<file path="src/hw/rtl/cbc_pkg.sv">
// Shared types, codes and sizes of the cartridge bank controller.
`timescale 1ns / 1ps

package cbc_pkg;

	// Default memory sizes (bytes, powers of two)
	localparam int ROM_BYTES_DEF = 65536;
	localparam int RAM_BYTES_DEF = 32768;

	// Full-width offsets before wrapping to the memory size
	localparam int ROM_OFF_W = 21;   // 7-bit bank and 14-bit window offset
	localparam int RAM_OFF_W = 15;   // 2-bit bank and 13-bit window offset

	// Request commands
	localparam logic [1:0] CMD_READ  = 2'd0;
	localparam logic [1:0] CMD_WRITE = 2'd1;
	localparam logic [1:0] CMD_LOAD  = 2'd2;

	// Bus regions, selected by address bits 15:13
	localparam logic [2:0] RGN_RAM_EN   = 3'd0;
	localparam logic [2:0] RGN_ROM_LO   = 3'd1;
	localparam logic [2:0] RGN_ROM_HI   = 3'd2;
	localparam logic [2:0] RGN_ROM_HI2  = 3'd3;
	localparam logic [2:0] RGN_CART_RAM = 3'd5;

	// Source of read data
	localparam logic [1:0] SRC_NONE = 2'd0;
	localparam logic [1:0] SRC_ROM  = 2'd1;
	localparam logic [1:0] SRC_RAM  = 2'd2;

	// Config register indexes
	localparam logic REG_RAM_PRESENT = 1'b0;

	// RAM enable key in the low nibble
	localparam logic [3:0] RAM_EN_KEY = 4'hA;

	localparam logic [7:0] OPEN_BUS = 8'hFF;

	// Memory accesses decoded from one request
	typedef struct packed {
		logic                 rom_rd;
		logic                 rom_wr;
		logic                 ram_rd;
		logic                 ram_wr;
		logic [1:0]           src;
		logic [ROM_OFF_W-1:0] rom_off;
		logic [RAM_OFF_W-1:0] ram_off;
	} acc_t;

endpackage

</file>
<file path="src/hw/rtl/cbc_decode.sv">
// Bank registers and translation of bus requests into memory accesses.
`timescale 1ns / 1ps

module cbc_decode #(
	parameter int RomBytes = cbc_pkg::ROM_BYTES_DEF
) (
	input  logic               clk,
	input  logic               arst_n,
	input  logic               accept,
	input  logic [1:0]         cmd,
	input  logic [15:0]        address,
	input  logic [7:0]         value,
	input  logic [15:0]        image_address,
	input  logic               ram_present,
	output cbc_pkg::acc_t      acc
);

	logic [6:0] rom_bank_q;
	logic [1:0] ram_bank_q;
	logic       ram_enabled_q;
	logic       banking_mode_q;

	logic [2:0] region;
	logic       ram_open;
	logic       load_ok;
	logic [4:0] bank_low;
	logic [6:0] window_bank;

	assign region   = address[15:13];
	assign ram_open = ram_enabled_q && ram_present;
	assign load_ok  = (32'(image_address) < 32'(RomBytes));
	assign bank_low = (value[4:0] == 5'd0) ? 5'd1 : value[4:0];

	// Bank 0 fixed in the low window, selected bank in the high window
	assign window_bank = address[14] ? rom_bank_q : 7'd0;

	// Translate the request into memory accesses
	always_comb begin
		acc         = '0;
		acc.src     = cbc_pkg::SRC_NONE;
		acc.ram_off = {ram_bank_q, address[12:0]};
		acc.rom_off = {window_bank, address[13:0]};
		unique case (cmd)
			cbc_pkg::CMD_READ: begin
				if (!address[15]) begin
					acc.rom_rd = 1'b1;
					acc.src    = cbc_pkg::SRC_ROM;
				end else if (region == cbc_pkg::RGN_CART_RAM && ram_open) begin
					acc.ram_rd = 1'b1;
					acc.src    = cbc_pkg::SRC_RAM;
				end
			end
			cbc_pkg::CMD_WRITE: begin
				acc.ram_wr = (region == cbc_pkg::RGN_CART_RAM) && ram_open;
			end
			cbc_pkg::CMD_LOAD: begin
				acc.rom_wr  = load_ok;
				acc.rom_off = cbc_pkg::ROM_OFF_W'(image_address);
			end
			default: begin
			end
		endcase
	end

	// Update the banking registers on bus writes below 0x8000
	always_ff @(posedge clk or negedge arst_n) begin
		if (!arst_n) begin
			rom_bank_q     <= 7'd1;
			ram_bank_q     <= 2'd0;
			ram_enabled_q  <= 1'b0;
			banking_mode_q <= 1'b0;
		end else if (accept && cmd == cbc_pkg::CMD_WRITE) begin
			unique case (region)
				cbc_pkg::RGN_RAM_EN: begin
					ram_enabled_q <= (value[3:0] == cbc_pkg::RAM_EN_KEY);
				end
				cbc_pkg::RGN_ROM_LO: begin
					rom_bank_q <= {rom_bank_q[6:5], bank_low};
				end
				cbc_pkg::RGN_ROM_HI: begin
					if (banking_mode_q) begin
						ram_bank_q <= value[1:0];
					end else begin
						rom_bank_q <= {value[1:0], rom_bank_q[4:0]};
					end
				end
				cbc_pkg::RGN_ROM_HI2: begin
					banking_mode_q <= value[0];
				end
				default: begin
				end
			endcase
		end
	end

endmodule

</file>
<file path="config.mk">
export PLATFORM = sky130hd
export DESIGN_NAME = cbc_decode
export DESIGN_NICKNAME = d
export VERILOG_FILES = /design/src/hw/rtl/cbc_pkg.sv /design/src/hw/rtl/cbc_decode.sv
export SDC_FILE = /design/constraint.sdc
export NUM_CORES = 1
export LEC_CHECK = 0
export ABC_AREA = 1
export BUFFER_PORTS_ARGS = -buffer_cell sky130_fd_sc_hd__buf_2
export CORE_UTILIZATION = 35
export CTS_BUF_LIST = sky130_fd_sc_hd__clkbuf_2
export DETAILED_ROUTE_END_ITERATION = 6
export HOLD_SLACK_MARGIN = 0.1
export PLACE_DENSITY = 0.82
export SETUP_SLACK_MARGIN = 0.3
export SYNTH_ARGS = -nofsm -noshare
export SYNTH_HDL_FRONTEND = slang
export SYNTH_SLANG_ARGS = --single-unit
</file>
<file path="constraint.sdc">
create_clock -name clk -period 0.85 [get_ports clk]
set_input_delay 0.0425 -clock clk [delete_from_list [all_inputs] [get_ports clk]]
set_output_delay 0.0425 -clock clk [all_outputs]
set_load 0.02 [all_outputs]
</file>
==> run summary <==
Startpoint types -> register
FMAX -> 760 MHz
Fillers -> 98
Initial antenna violation count -> 1
Slew headroom -> 82.3%
Max-cap violations -> 0
Placed cell areas -> 1670 um^2
Drt drc -> 0
Part of the power in combinational logic -> 60.1%
Clk buf depth -> 2
CP max stage cell -> dfrtp_1
Warnings from Yosys -> 0
Final setup fails -> 15
Leakage Power -> 1.19 nW
Top Family by Delay on Critical Path -> flip-flops
Yosys reg bits -> 11
Crit-path cells -> nand4_1, buf_4, nor3_4, buf_4
Post-DRT Antenna Nets -> 0
Vias in the first global route -> 1,343
CTS Buf Count -> 3
Die area -> 2900 um^2
Reg2Reg Launch Point -> banking_mode_q
H-Tree Depth -> 1
Sequential cell area -> 280 um^2
DR vias -> 1,561
Finished Core Util -> 91.1%
Worst hold path type -> in2reg
PortBufs -> 84
Maximum vdd ir drop -> 0.00121 V
Sw frac -> 43.0%
Total chip power -> 2.57 mW
RSZ-0062 raised after global routing -> yes
Hold buffer count at cts -> 1
Nets -> 297
Cell variety after synth -> 19
Actual slew at the worst max-slew pin -> 0.266 ns
Layout cells sized above 1 -> 81.6%
Reg power frac -> 27.5%
Area share of the largest cell type after synthesis -> 26.8%
Non-Filler Instances -> 281
CTS tree -> done
Tmin final -> 1.32 ns
Most frequent cells in the layout -> buf_2, buf_6, nand2_4
Worst hold-check slack -> -0.0188 ns
Sequential share of the synthesized area -> 29.4%
Syn nets -> 195
Most common cell after layout, fill and taps aside -> buf_2
Worst skew pair latency -> 0.28 ns
Clk sinks -> 11
Failing checks -> hold timing, setup timing
First-pass GRT wire length -> 5720 um
Total track usage -> 28.0%
Largest net degree at the start of global routing -> 12
Core Region -> 2500 um^2
Net Sw Power -> 1.11 mW
Routed wire length -> 5790 um
Iteration-0 DRC count of the detailed router -> 49
Status -> complete, but fails checks
Clock Skews -> 0.0130 ns
Placed cells -> 260
Critical path origin -> ram_enabled_q
Multi-input logic area -> 882 um^2
Placer congestion estimate -> 0.839
Critical Path AT -> 1.27 ns
Syn Area/Cell -> 6.31 um^2
Fin crit share -> 155%
TNS Setup -> -2.84 ns
Synth top area cells -> nand2_1, dfrtp_1, buf_4
Initial Util -> 37.6%
Dpl ws -> -0.144 ns
Fin. max-slew vios -> 0
CP Class -> reg2out
Wirelength per Cell -> 20.6 um
Cell repeated most along the worst path -> buf_4
CP max stage delay -> 0.38 ns
Endpoints failing hold -> 1
Crit path max fanout -> 2
Layout area overhead -> 142%
Post-layout instance area -> 2280 um^2
Cell count after synthesis -> 149
Worst Path Required -> 0.81 ns
I/O Pins -> 88
WP buf/inv -> 2
Mapped Area -> 940 um^2
Hold wc startpoint -> value[4]
Chip width -> 53.8 um
Post-route worst setup slack -> -0.466 ns
PD cells -> 1130 nW/um^2
P_int -> 1.46 mW
Clk slew on worst S/H paths -> 0.12 ns
Via-to-Cell Ratio -> 5.56
Clock power share -> 12.4%
DP Wirelength -> 2360 um
Cell taking the most area after synthesis -> nand2_1
Grt total ovfl -> 0
# rows -> 18
Die Span Y -> 53.8 um
Root Driver -> clkbuf_2
DRT Pass-1 Iters -> 4
Critical path capture point type -> output pin
worst register-to-register path: cells and delay by family, from the launching register on:
kind | cells | cell delay [ns]
AND/OR/NAND/NOR | 3 | 0.21
buffers and inverters | 1 | 0.09
flip-flops | 1 | 0.49
worst paths after layout:
check,slack (ns),to,cells past startpoint
setup / recovery,-0.47,acc[37],4
hold / removal,-0.02,rom_bank_q[4],3
setup reg to reg,-0.03,rom_bank_q[5],4
hold reg to reg,0.51,rom_bank_q[0],2
max in group asynchronous,0.42,rom_bank_q[0],2
min in group asynchronous,0.15,rom_bank_q[4],2
cells by family after synthesis:
group                  share of synthesized area [%]
and+or+nand+nor                                 45.1
buffers and inverters                           20.8
DFF                                             29.4
AOI/OAI and AO/OA                               4.66
Yosys cell counts:
| library cell | number |
|---|---|
| nor2_1 | 10 |
| nor3_1 | 4 |
| buf_6 | 2 |
| nand3_4 | 1 |
| dfstp_2 | 1 |
| nand4_1 | 1 |
| inv_1 | 12 |
| o21ai_2 | 1 |
| inv_2 | 2 |
| dfrtp_1 | 10 |
| nand2_1 | 67 |
| nor3b_1 | 1 |
| o21ai_1 | 1 |
| nor2_4 | 1 |
| nor2_2 | 1 |
| nand2_4 | 1 |
| buf_4 | 16 |
| nand3_1 | 11 |
| o21ai_0 | 6 |
flip-flops by register name, summed over array words and instances, names as in the netlist:
signal / flops
rom_bank_q: 7
ram_bank_q: 2
banking_mode_q: 1
ram_enabled_q: 1
layer usage:
layer | share of wire, % | global-route usage, % | wire (um)
met1 | 34 | 25.4 | 1940
met2 | 52 | 57.6 | 2980
met3 | 8.0 | 5.37 | 462
met4 | 6.9 | 12.3 | 400
met5 | 0 | 0 | 0
what timing repair did:
item	in CTS	in global routing
buffers inserted	7	5
pin swaps	28	17
setup endpoints to repair	40	40
resized for setup	109	27
hold endpoints to repair	21	8
cloned	2	1
final cells by class:
type,instances,area share [%]
inverter,14,3.74
timing repair buffer,113,41.3
tap,30,1.65
timing repair inverter,1,1.32
clock buffer,4,0.879
multi-input combinational,107,38.7
sequential,11,12.3
antenna,1,0.110
power groups by stage:
stage / Clock, mW / Sequential [mW] / Combinational (mW)
after floorplan: 0 / 0.685 / 0.611
after global placement: 0 / 0.684 / 0.924
after detailed placement: 0 / 0.690 / 0.942
after CTS: 0.306 / 0.689 / 1.29
after global routing: 0.333 / 0.712 / 1.61
final: 0.319 / 0.707 / 1.54
No activity file was read; power rests on OpenSTA's default activity.
